--- config.mk ---
export PLATFORM = sky130hd
export DESIGN_NAME = dda_line_rasterizer
export DESIGN_NICKNAME = d
export VERILOG_FILES = /design/src/dda_pkg.sv /design/src/dda_div.sv /design/src/dda_dp.sv /design/src/dda_ctrl.sv /design/src/dda_line_rasterizer.sv
export SDC_FILE = /design/constraint.sdc
export NUM_CORES = 1
export LEC_CHECK = 0
export BUFFER_PORTS_ARGS = -buffer_cell sky130_fd_sc_hd__buf_2
export CORE_UTILIZATION = 46
export DETAILED_ROUTE_END_ITERATION = 16
export GPL_TIMING_DRIVEN = 1
export PLACE_DENSITY = 0.68
export SYNTH_ARGS = -nofsm -noshare
export SYNTH_HDL_FRONTEND = slang
export SYNTH_SLANG_ARGS = --single-unit
export TNS_END_PERCENT = 50
--- constraint.sdc ---
create_clock -name aclk -period 9.35 [get_ports aclk]
set_clock_uncertainty 0.05 [all_clocks]
set_input_delay 0.4675 -clock aclk [delete_from_list [all_inputs] [get_ports aclk]]
set_output_delay 0.4675 -clock aclk [all_outputs]
set_load 0.005 [all_outputs]
--- src/dda_pkg.sv ---
// ----------------------------------------------------------------------------
// dda_pkg
// Shared types and constants for the DDA line rasteriser.
// ----------------------------------------------------------------------------
package dda_pkg;

    localparam int COORD_BITS_DEF = 12;
    localparam int FRAC_BITS_DEF  = 16;

    // request kinds carried on s_tuser
    localparam logic REQ_START = 1'b0;
    localparam logic REQ_NEXT  = 1'b1;

    typedef enum logic [1:0] {
        ST_IDLE,
        ST_DIV,
        ST_FIN
    } state_t;

    typedef struct packed {
        logic load;    // start beat taken: latch endpoints, seed dividers
        logic iter;    // one divider iteration
        logic first;   // first iteration (no shift)
        logic fin;     // write increments and point count
        logic emit;    // next beat with active line: output point, advance
    } dda_cmd_t;

    typedef struct packed {
        logic active;  // points still to emit
    } dda_sts_t;

endpackage

--- src/dda_div.sv ---
// ----------------------------------------------------------------------------
// dda_div
// Bit-serial restoring divider, one quotient bit per cycle while iter is high, MSB first.
// Computes (num << (QUO_BITS-1)) / den for num <= den.
// ----------------------------------------------------------------------------
module dda_div #(
    parameter int NUM_BITS = dda_pkg::COORD_BITS_DEF,
    parameter int QUO_BITS = dda_pkg::FRAC_BITS_DEF + 1
) (
    input  logic                aclk,
    input  logic                load,
    input  logic                iter,
    input  logic                first,
    input  logic [NUM_BITS-1:0] num,
    input  logic [NUM_BITS-1:0] den,
    output logic [QUO_BITS-1:0] quo
);

    logic [NUM_BITS-1:0] rem_reg, rem_next;
    logic [QUO_BITS-1:0] quo_reg, quo_next;
    logic [NUM_BITS:0]   trial;
    logic                ge;

    always_comb begin
        // remainder stays below den, so the shifted value fits one extra bit
        trial    = first ? {1'b0, rem_reg} : {rem_reg, 1'b0};
        ge       = trial >= {1'b0, den};
        rem_next = ge ? NUM_BITS'(trial - {1'b0, den}) : trial[NUM_BITS-1:0];
        quo_next = {quo_reg[QUO_BITS-2:0], ge};
    end

    always_ff @(posedge aclk) begin
        if (load) begin
            rem_reg <= num;
            quo_reg <= '0;
        end else if (iter) begin
            rem_reg <= rem_next;
            quo_reg <= quo_next;
        end
    end

    assign quo = quo_reg;

endmodule

--- src/dda_dp.sv ---
// ----------------------------------------------------------------------------
// dda_dp
// Datapath: deltas, step count, per-axis dividers, accumulators and the
// output payload register.
// ----------------------------------------------------------------------------
module dda_dp #(
    parameter int COORD_BITS = dda_pkg::COORD_BITS_DEF,
    parameter int FRAC_BITS  = dda_pkg::FRAC_BITS_DEF
) (
    input  logic                          aclk,
    input  logic                          aresetn,
    input  dda_pkg::dda_cmd_t             cmd,
    output dda_pkg::dda_sts_t             sts,
    input  logic signed [COORD_BITS-1:0]  x_start,
    input  logic signed [COORD_BITS-1:0]  y_start,
    input  logic signed [COORD_BITS-1:0]  x_end,
    input  logic signed [COORD_BITS-1:0]  y_end,
    output logic signed [COORD_BITS-1:0]  pixel_x,
    output logic signed [COORD_BITS-1:0]  pixel_y,
    output logic                          last_pixel
);

    localparam int ACC_BITS  = COORD_BITS + FRAC_BITS + 1;
    localparam int STEP_BITS = FRAC_BITS + 2;
    localparam int QUO_BITS  = FRAC_BITS + 1;

    logic [COORD_BITS:0]          dx, dy;
    logic [COORD_BITS:0]          adx_w, ady_w;
    logic [COORD_BITS-1:0]        adx, ady, steps;

    logic [COORD_BITS-1:0]        steps_reg;
    logic                         x_neg_reg, y_neg_reg;
    logic [ACC_BITS-1:0]          x_acc_reg, y_acc_reg;
    logic [STEP_BITS-1:0]         x_step_reg, y_step_reg;
    logic [COORD_BITS-1:0]        left_reg;
    logic [COORD_BITS-1:0]        pix_x_reg, pix_y_reg;
    logic                         last_reg;

    logic [QUO_BITS-1:0]          x_quo, y_quo;
    logic [STEP_BITS-1:0]         x_qe, y_qe;
    logic [COORD_BITS-1:0]        x_trunc, y_trunc;

    always_comb begin
        dx    = {x_end[COORD_BITS-1], x_end} - {x_start[COORD_BITS-1], x_start};
        dy    = {y_end[COORD_BITS-1], y_end} - {y_start[COORD_BITS-1], y_start};
        adx_w = dx[COORD_BITS] ? -dx : dx;
        ady_w = dy[COORD_BITS] ? -dy : dy;
        adx   = adx_w[COORD_BITS-1:0];
        ady   = ady_w[COORD_BITS-1:0];
        steps = (adx > ady) ? adx : ady;
        x_qe  = {1'b0, x_quo};
        y_qe  = {1'b0, y_quo};
    end

    dda_div #(.NUM_BITS(COORD_BITS), .QUO_BITS(QUO_BITS)) u_div_x (
        .aclk  (aclk),
        .load  (cmd.load),
        .iter  (cmd.iter),
        .first (cmd.first),
        .num   (adx),
        .den   (steps_reg),
        .quo   (x_quo)
    );

    dda_div #(.NUM_BITS(COORD_BITS), .QUO_BITS(QUO_BITS)) u_div_y (
        .aclk  (aclk),
        .load  (cmd.load),
        .iter  (cmd.iter),
        .first (cmd.first),
        .num   (ady),
        .den   (steps_reg),
        .quo   (y_quo)
    );

    // integer part truncated towards zero: floor, plus one if negative with
    // a non-zero fraction
    function automatic logic [COORD_BITS-1:0] trunc_acc(input logic [ACC_BITS-1:0] a);
        logic [COORD_BITS:0] ip;
        logic                inc;
        ip  = a[ACC_BITS-1:FRAC_BITS];
        inc = a[ACC_BITS-1] & (|a[FRAC_BITS-1:0]);
        ip  = ip + {{COORD_BITS{1'b0}}, inc};
        return ip[COORD_BITS-1:0];
    endfunction

    always_comb begin
        x_trunc = trunc_acc(x_acc_reg);
        y_trunc = trunc_acc(y_acc_reg);
    end

    always_ff @(posedge aclk) begin
        if (cmd.load) begin
            steps_reg <= steps;
            x_neg_reg <= dx[COORD_BITS];
            y_neg_reg <= dy[COORD_BITS];
            x_acc_reg <= {{1'b0 ^ x_start[COORD_BITS-1]}, x_start, {FRAC_BITS{1'b0}}};
            y_acc_reg <= {{1'b0 ^ y_start[COORD_BITS-1]}, y_start, {FRAC_BITS{1'b0}}};
        end else if (cmd.emit) begin
            x_acc_reg <= x_acc_reg
                       + {{(ACC_BITS-STEP_BITS){x_step_reg[STEP_BITS-1]}}, x_step_reg};
            y_acc_reg <= y_acc_reg
                       + {{(ACC_BITS-STEP_BITS){y_step_reg[STEP_BITS-1]}}, y_step_reg};
        end
        if (cmd.fin) begin
            x_step_reg <= x_neg_reg ? -x_qe : x_qe;
            y_step_reg <= y_neg_reg ? -y_qe : y_qe;
        end
        if (cmd.emit) begin
            pix_x_reg <= x_trunc;
            pix_y_reg <= y_trunc;
            last_reg  <= (left_reg == COORD_BITS'(1));
        end
    end

    // point count is control state: a line is only live once it is written
    always_ff @(posedge aclk) begin
        if (!aresetn) begin
            left_reg <= '0;
        end else if (cmd.load) begin
            left_reg <= '0;
        end else if (cmd.fin) begin
            left_reg <= steps_reg;
        end else if (cmd.emit) begin
            left_reg <= left_reg - COORD_BITS'(1);
        end
    end

    assign sts.active = (left_reg != '0);
    assign pixel_x    = pix_x_reg;
    assign pixel_y    = pix_y_reg;
    assign last_pixel = last_reg;

endmodule

--- src/dda_ctrl.sv ---
// ----------------------------------------------------------------------------
// dda_ctrl
// Controller: sequences the divide after a start beat, gates the input
// handshake and owns the output valid flag.
// ----------------------------------------------------------------------------
module dda_ctrl #(
    parameter int FRAC_BITS = dda_pkg::FRAC_BITS_DEF
) (
    input  logic              aclk,
    input  logic              aresetn,
    input  logic              s_tvalid,
    output logic              s_tready,
    input  logic              s_tuser,
    output logic              m_tvalid,
    input  logic              m_tready,
    output dda_pkg::dda_cmd_t cmd,
    input  dda_pkg::dda_sts_t sts
);

    localparam int CNT_BITS = $clog2(FRAC_BITS + 1);

    dda_pkg::state_t       state_reg, state_next;
    logic [CNT_BITS-1:0]   cnt_reg, cnt_next;
    logic                  out_valid_reg, out_valid_next;
    logic                  accept;
    logic                  div_last;

    assign div_last = (cnt_reg == CNT_BITS'(FRAC_BITS));

    // next state
    always_comb begin
        state_next = state_reg;
        cnt_next   = cnt_reg;
        case (state_reg)
            dda_pkg::ST_IDLE: begin
                cnt_next = '0;
                if (cmd.load) begin
                    state_next = dda_pkg::ST_DIV;
                end
            end
            dda_pkg::ST_DIV: begin
                cnt_next = cnt_reg + CNT_BITS'(1);
                if (div_last) begin
                    state_next = dda_pkg::ST_FIN;
                end
            end
            dda_pkg::ST_FIN: begin
                state_next = dda_pkg::ST_IDLE;
            end
            default: begin
                state_next = dda_pkg::ST_IDLE;
            end
        endcase
    end

    // outputs
    always_comb begin
        s_tready  = 1'b0;
        cmd       = '0;
        case (state_reg)
            dda_pkg::ST_IDLE: begin
                s_tready = aresetn && (!out_valid_reg || m_tready);
            end
            dda_pkg::ST_DIV: begin
                cmd.iter  = 1'b1;
                cmd.first = (cnt_reg == '0);
            end
            dda_pkg::ST_FIN: begin
                cmd.fin = 1'b1;
            end
            default: begin
                s_tready = 1'b0;
            end
        endcase
        accept   = s_tvalid && s_tready;
        cmd.load = accept && (s_tuser == dda_pkg::REQ_START);
        cmd.emit = accept && (s_tuser == dda_pkg::REQ_NEXT) && sts.active;
        if (cmd.emit) begin
            out_valid_next = 1'b1;
        end else if (m_tready) begin
            out_valid_next = 1'b0;
        end else begin
            out_valid_next = out_valid_reg;
        end
    end

    always_ff @(posedge aclk) begin
        if (!aresetn) begin
            state_reg     <= dda_pkg::ST_IDLE;
            cnt_reg       <= '0;
            out_valid_reg <= 1'b0;
        end else begin
            state_reg     <= state_next;
            cnt_reg       <= cnt_next;
            out_valid_reg <= out_valid_next;
        end
    end

    assign m_tvalid = out_valid_reg;

endmodule

--- src/dda_line_rasterizer.sv ---
// ----------------------------------------------------------------------------
// dda_line_rasterizer
// DDA line rasteriser: start beats load a line, next beats return its points.
// ----------------------------------------------------------------------------
// A start beat (s_tuser low) loads both endpoints and returns nothing; the
// input then stays not-ready through the divider iterations and the write
// of the increments, while a bit-serial restoring divider per axis forms
// the Q.FRAC_BITS increments, one quotient bit per cycle. Next beats
// (s_tuser high) are taken one per cycle and each returns one point, valid
// the cycle after the beat, from the start point onwards, m_tlast marking
// the final one; the end point is never returned.
// A next beat with no line left, and any beat of a zero-length line, returns
// nothing. A single output register holds the point: a new beat is taken in
// the cycle the held point leaves, but while a point waits on a low m_tready
// the input is not ready.
module dda_line_rasterizer #(
    parameter int COORD_BITS = dda_pkg::COORD_BITS_DEF,
    parameter int FRAC_BITS  = dda_pkg::FRAC_BITS_DEF
) (
    input  logic                                 aclk,
    input  logic                                 aresetn,
    input  logic                                 s_tvalid,
    output logic                                 s_tready,
    // x_start, y_start, x_end, y_end
    input  logic [((4*COORD_BITS+7)/8)*8-1:0]    s_tdata,
    // req_type
    input  logic                                 s_tuser,
    output logic                                 m_tvalid,
    input  logic                                 m_tready,
    // pixel_x, pixel_y
    output logic [((2*COORD_BITS+7)/8)*8-1:0]    m_tdata,
    output logic                                 m_tlast
);

    localparam int OUT_BITS = ((2*COORD_BITS+7)/8)*8;

    dda_pkg::dda_cmd_t            cmd;
    dda_pkg::dda_sts_t            sts;
    logic signed [COORD_BITS-1:0] pixel_x, pixel_y;

    dda_ctrl #(.FRAC_BITS(FRAC_BITS)) u_ctrl (
        .aclk     (aclk),
        .aresetn  (aresetn),
        .s_tvalid (s_tvalid),
        .s_tready (s_tready),
        .s_tuser  (s_tuser),
        .m_tvalid (m_tvalid),
        .m_tready (m_tready),
        .cmd      (cmd),
        .sts      (sts)
    );

    dda_dp #(.COORD_BITS(COORD_BITS), .FRAC_BITS(FRAC_BITS)) u_dp (
        .aclk       (aclk),
        .aresetn    (aresetn),
        .cmd        (cmd),
        .sts        (sts),
        .x_start    (s_tdata[COORD_BITS-1:0]),
        .y_start    (s_tdata[2*COORD_BITS-1:COORD_BITS]),
        .x_end      (s_tdata[3*COORD_BITS-1:2*COORD_BITS]),
        .y_end      (s_tdata[4*COORD_BITS-1:3*COORD_BITS]),
        .pixel_x    (pixel_x),
        .pixel_y    (pixel_y),
        .last_pixel (m_tlast)
    );

    assign m_tdata = OUT_BITS'({pixel_y, pixel_x});

    // a start beat never produces a point
    a_start_silent: assert property (@(posedge aclk) disable iff (!aresetn)
        (!m_tvalid && s_tvalid && s_tready && s_tuser == dda_pkg::REQ_START)
        |=> !m_tvalid)
        else $error("point emitted for a start beat");

    // the input closes while the increments are formed
    a_start_busy: assert property (@(posedge aclk) disable iff (!aresetn)
        (s_tvalid && s_tready && s_tuser == dda_pkg::REQ_START) |=> !s_tready)
        else $error("input ready during divide");

    // a next beat with no line left produces nothing
    a_idle_next: assert property (@(posedge aclk) disable iff (!aresetn)
        (!m_tvalid && s_tvalid && s_tready && s_tuser == dda_pkg::REQ_NEXT
         && !sts.active) |=> !m_tvalid)
        else $error("point emitted with no active line");

    // last point of a line leaves no line active
    a_last_ends: assert property (@(posedge aclk) disable iff (!aresetn)
        $rose(m_tvalid) && m_tlast |-> !sts.active)
        else $error("line still active after last point");

endmodule
==> impl_metrics.env <==
export IMPL_peakVddDrop_v=0.0001546
export IMPL_first_iter_violations=778
export IMPL_grt_usage=0.2147
export IMPL_wl_um=35680
export IMPL_multi_input_comb_area_um2=8633
export IMPL_core_um2=31470
export IMPL_finalSetupTns_ns=0
export IMPL_setup_slack_ns=4.167
export IMPL_required_ns=9.56
export IMPL_io_pins=80
export IMPL_cts_setup_buffers=0
export IMPL_syn_inst=1583
export IMPL_num_vias=12030
export IMPL_synthArstFlopShare=0
export IMPL_cp_max_fo=18
export IMPL_mostFrequentLayoutCell="nand2_1"
export IMPL_grt_pass1_vias=11240
export IMPL_ys_flop_type="edfxtp_1"
export IMPL_dp_hpwl_um=25970
export IMPL_drive_above_1_share=0.1022
export IMPL_antenna_found_initial=0
export IMPL_seq_area_frac_synth=0.3732
export IMPL_rows=65
export IMPL_start_util=0.4661
export IMPL_max_cap_violations=0
export IMPL_drc=0
export IMPL_tightestPinTransition_ns=1.158
export IMPL_hold_viol=0
export IMPL_drtPass1Iterations=6
export IMPL_n_antenna_cell=0
export IMPL_cts_clk_slew_worst_paths_ns=0.06
export IMPL_syn_avg_cell_area_um2=9.268
export IMPL_htreeDepth=1
export IMPL_synth_area_top_cells="edfxtp_1 26%, dfxtp_1 12%, ha_1 11%, xnor2_1 5.3%, mux2i_1 3.9%"
export IMPL_ys_seq_elements=211
export IMPL_syn2layout_area_growth_pct=11.52
export IMPL_ant_nets=0
export IMPL_regArea_um2=5475
export IMPL_fmax_ghz=0.1930
export IMPL_crit_slowest_cell="or3_1"
export IMPL_port_buffers=79
export IMPL_synth_edf_count=125
export IMPL_synth_area_leader_cell="edfxtp_1"
export IMPL_cpPeakStageDelay_ns=0.70
export IMPL_nets=1842
export IMPL_cts_buffer_depth=3
export IMPL_stdcell_count=2075
export IMPL_grt_start_max_net_pins=85
export IMPL_postCtsHoldBufs=0
export IMPL_cts_tree="yes"
export IMPL_rsz0062_at_grt="false"
export IMPL_clock_sinks=211
export IMPL_grt_overflow_total=0
export IMPL_hold_path_class="primary input to register"
export IMPL_worstSetupStartpointType="register"
export IMPL_dieArea_um2=32610
export IMPL_crit_top_cell="o21ai_0"
export IMPL_wire_per_inst_um=17.19
export IMPL_p_leak_nw=7.094
export IMPL_crit_chain="inv_1, ha_1, nand2_1, or3_1, mux2_2, ha_1, nor2b_1, o21ai_0, a21boi_0, o21ai_0, nand2_1, a31oi_1, o21ai_0, o21ai_1, buf_4, mux2i_1, mux2i_1"
export IMPL_syn_area_um2=14670
export IMPL_cp_arrival_ns=5.40
export IMPL_die_w_um=180.6
export IMPL_num_fill_cells=2839
export IMPL_place_inst=2029
export IMPL_syn_nets=1770
export IMPL_cts_root_buffer="clkbuf_16"
export IMPL_outcome="finished, final reports clean"
export IMPL_gp_congestion=0.9132
export IMPL_pre_cts_ws_ns=4.013
export IMPL_ys_warn_count=0
export IMPL_synth_top_area_frac=0.2558
export IMPL_drv_slew=0
export IMPL_slew_headroom=0.2260
export IMPL_synth_cell_types=74
export IMPL_period_share=0.5543
export IMPL_grt_pass1_wl_um=57530
export IMPL_period_needed_ns=5.183
export IMPL_clkLatencyLatePin_ns=0.55
export IMPL_final_cell_mix="152 x nand2_1, 128 x ha_1, 125 x edfxtp_1"
export IMPL_pwr_density_cell_nw_per_um2=235.8
export IMPL_die_h_um=180.6
export IMPL_cts_buffers=26
export IMPL_setup_viol=0
export IMPL_cts_resized=0
export IMPL_end_kind="register"
export IMPL_via_per_inst=5.797
export IMPL_path_class="register to register"
[cell families (layout without fill, tap and decap cells)]
logic type,after synthesis,count (layout),synth area share
buffers and inverters,154,244,0.03949
xor gates and xnor gates,148,148,0.08835
muxes,81,81,0.05731
adders and majority gates,134,134,0.1173
and+or+nand+nor,476,476,0.1572
AOI/OAI and AO/OA,379,379,0.1672
DFF,211,211,0.3732
[stage by stage]
stage          instance area [µm²]  utilization  power, mW  hold slack [ns]
2_1_floorplan                14670            -      2.460           0.3582
3_3_place_gp                 15500       0.4924      2.794           0.3759
3_5_place_dp                 15500       0.4924      2.833           0.3762
4_1_cts                      16360       0.5199      3.867           0.1383
5_1_grt                      16360       0.5199      4.102           0.1650
6_report                     16360       0.5199      3.859           0.1555
[critical path, delay by kind of cell (launching register included)]
family,cells,cell delay [ns]
AO/OA/AOI/OAI,6,1.69
AND/OR/NAND/NOR,4,1.00
multiplexers,3,0.84
adder cells (fa/ha/maj),2,0.52
flip-flops,1,0.39
buffers and inverters,2,0.38
[Yosys cell counts (all sizes together), types with 39 or more instances]
master and n:
a21o 40, a21oi 72, clkbuf 39, dfxtp 86
edfxtp 125, ha 128, inv 107, mux2i 57
nand2 152, nand3 87, nor2 81, o21ai 111
xnor2 89, xor2 59
[power breakdown]
group          internal (mW)  switching (mW)
Clock                  0.606           0.414
Combinational          0.669           0.882
Sequential              1.18           0.109
Total                   2.45            1.41
[metal layers]
layer	GRT usage	routed length [µm]	part of all wire	up-vias
li1	-	-	-	5926
met1	0.3003	17030	0.48	5717
met2	0.3541	16310	0.46	331
met3	0.02203	1675	0.047	55
met4	0.05436	663	0.019	0
met5	0	0	0	-
[path summary, 6_finish.rpt]
kind	start	to	slack, ns	cells after the start
min	m_tready	u_ctrl.m_tvalid	0.16	3
max reg2reg	u_ctrl.cnt_reg[0]	u_dp.u_div_x.rem_reg[4]	4.17	17
max	u_ctrl.cnt_reg[0]	u_dp.u_div_x.rem_reg[4]	4.17	17
min reg2reg	u_dp.u_div_y.quo[0]	u_dp.y_step_reg[0]	0.39	0
[layout make-up]
cell class	count	area share
inverter	107	0.02455
sequential	211	0.3346
clock inverter	13	0.01078
tap	402	0.03074
timing repair buffer	91	0.02967
multi-input combinational	1218	0.5276
clock buffer	33	0.04198
(Power assumes the default switching activity.)
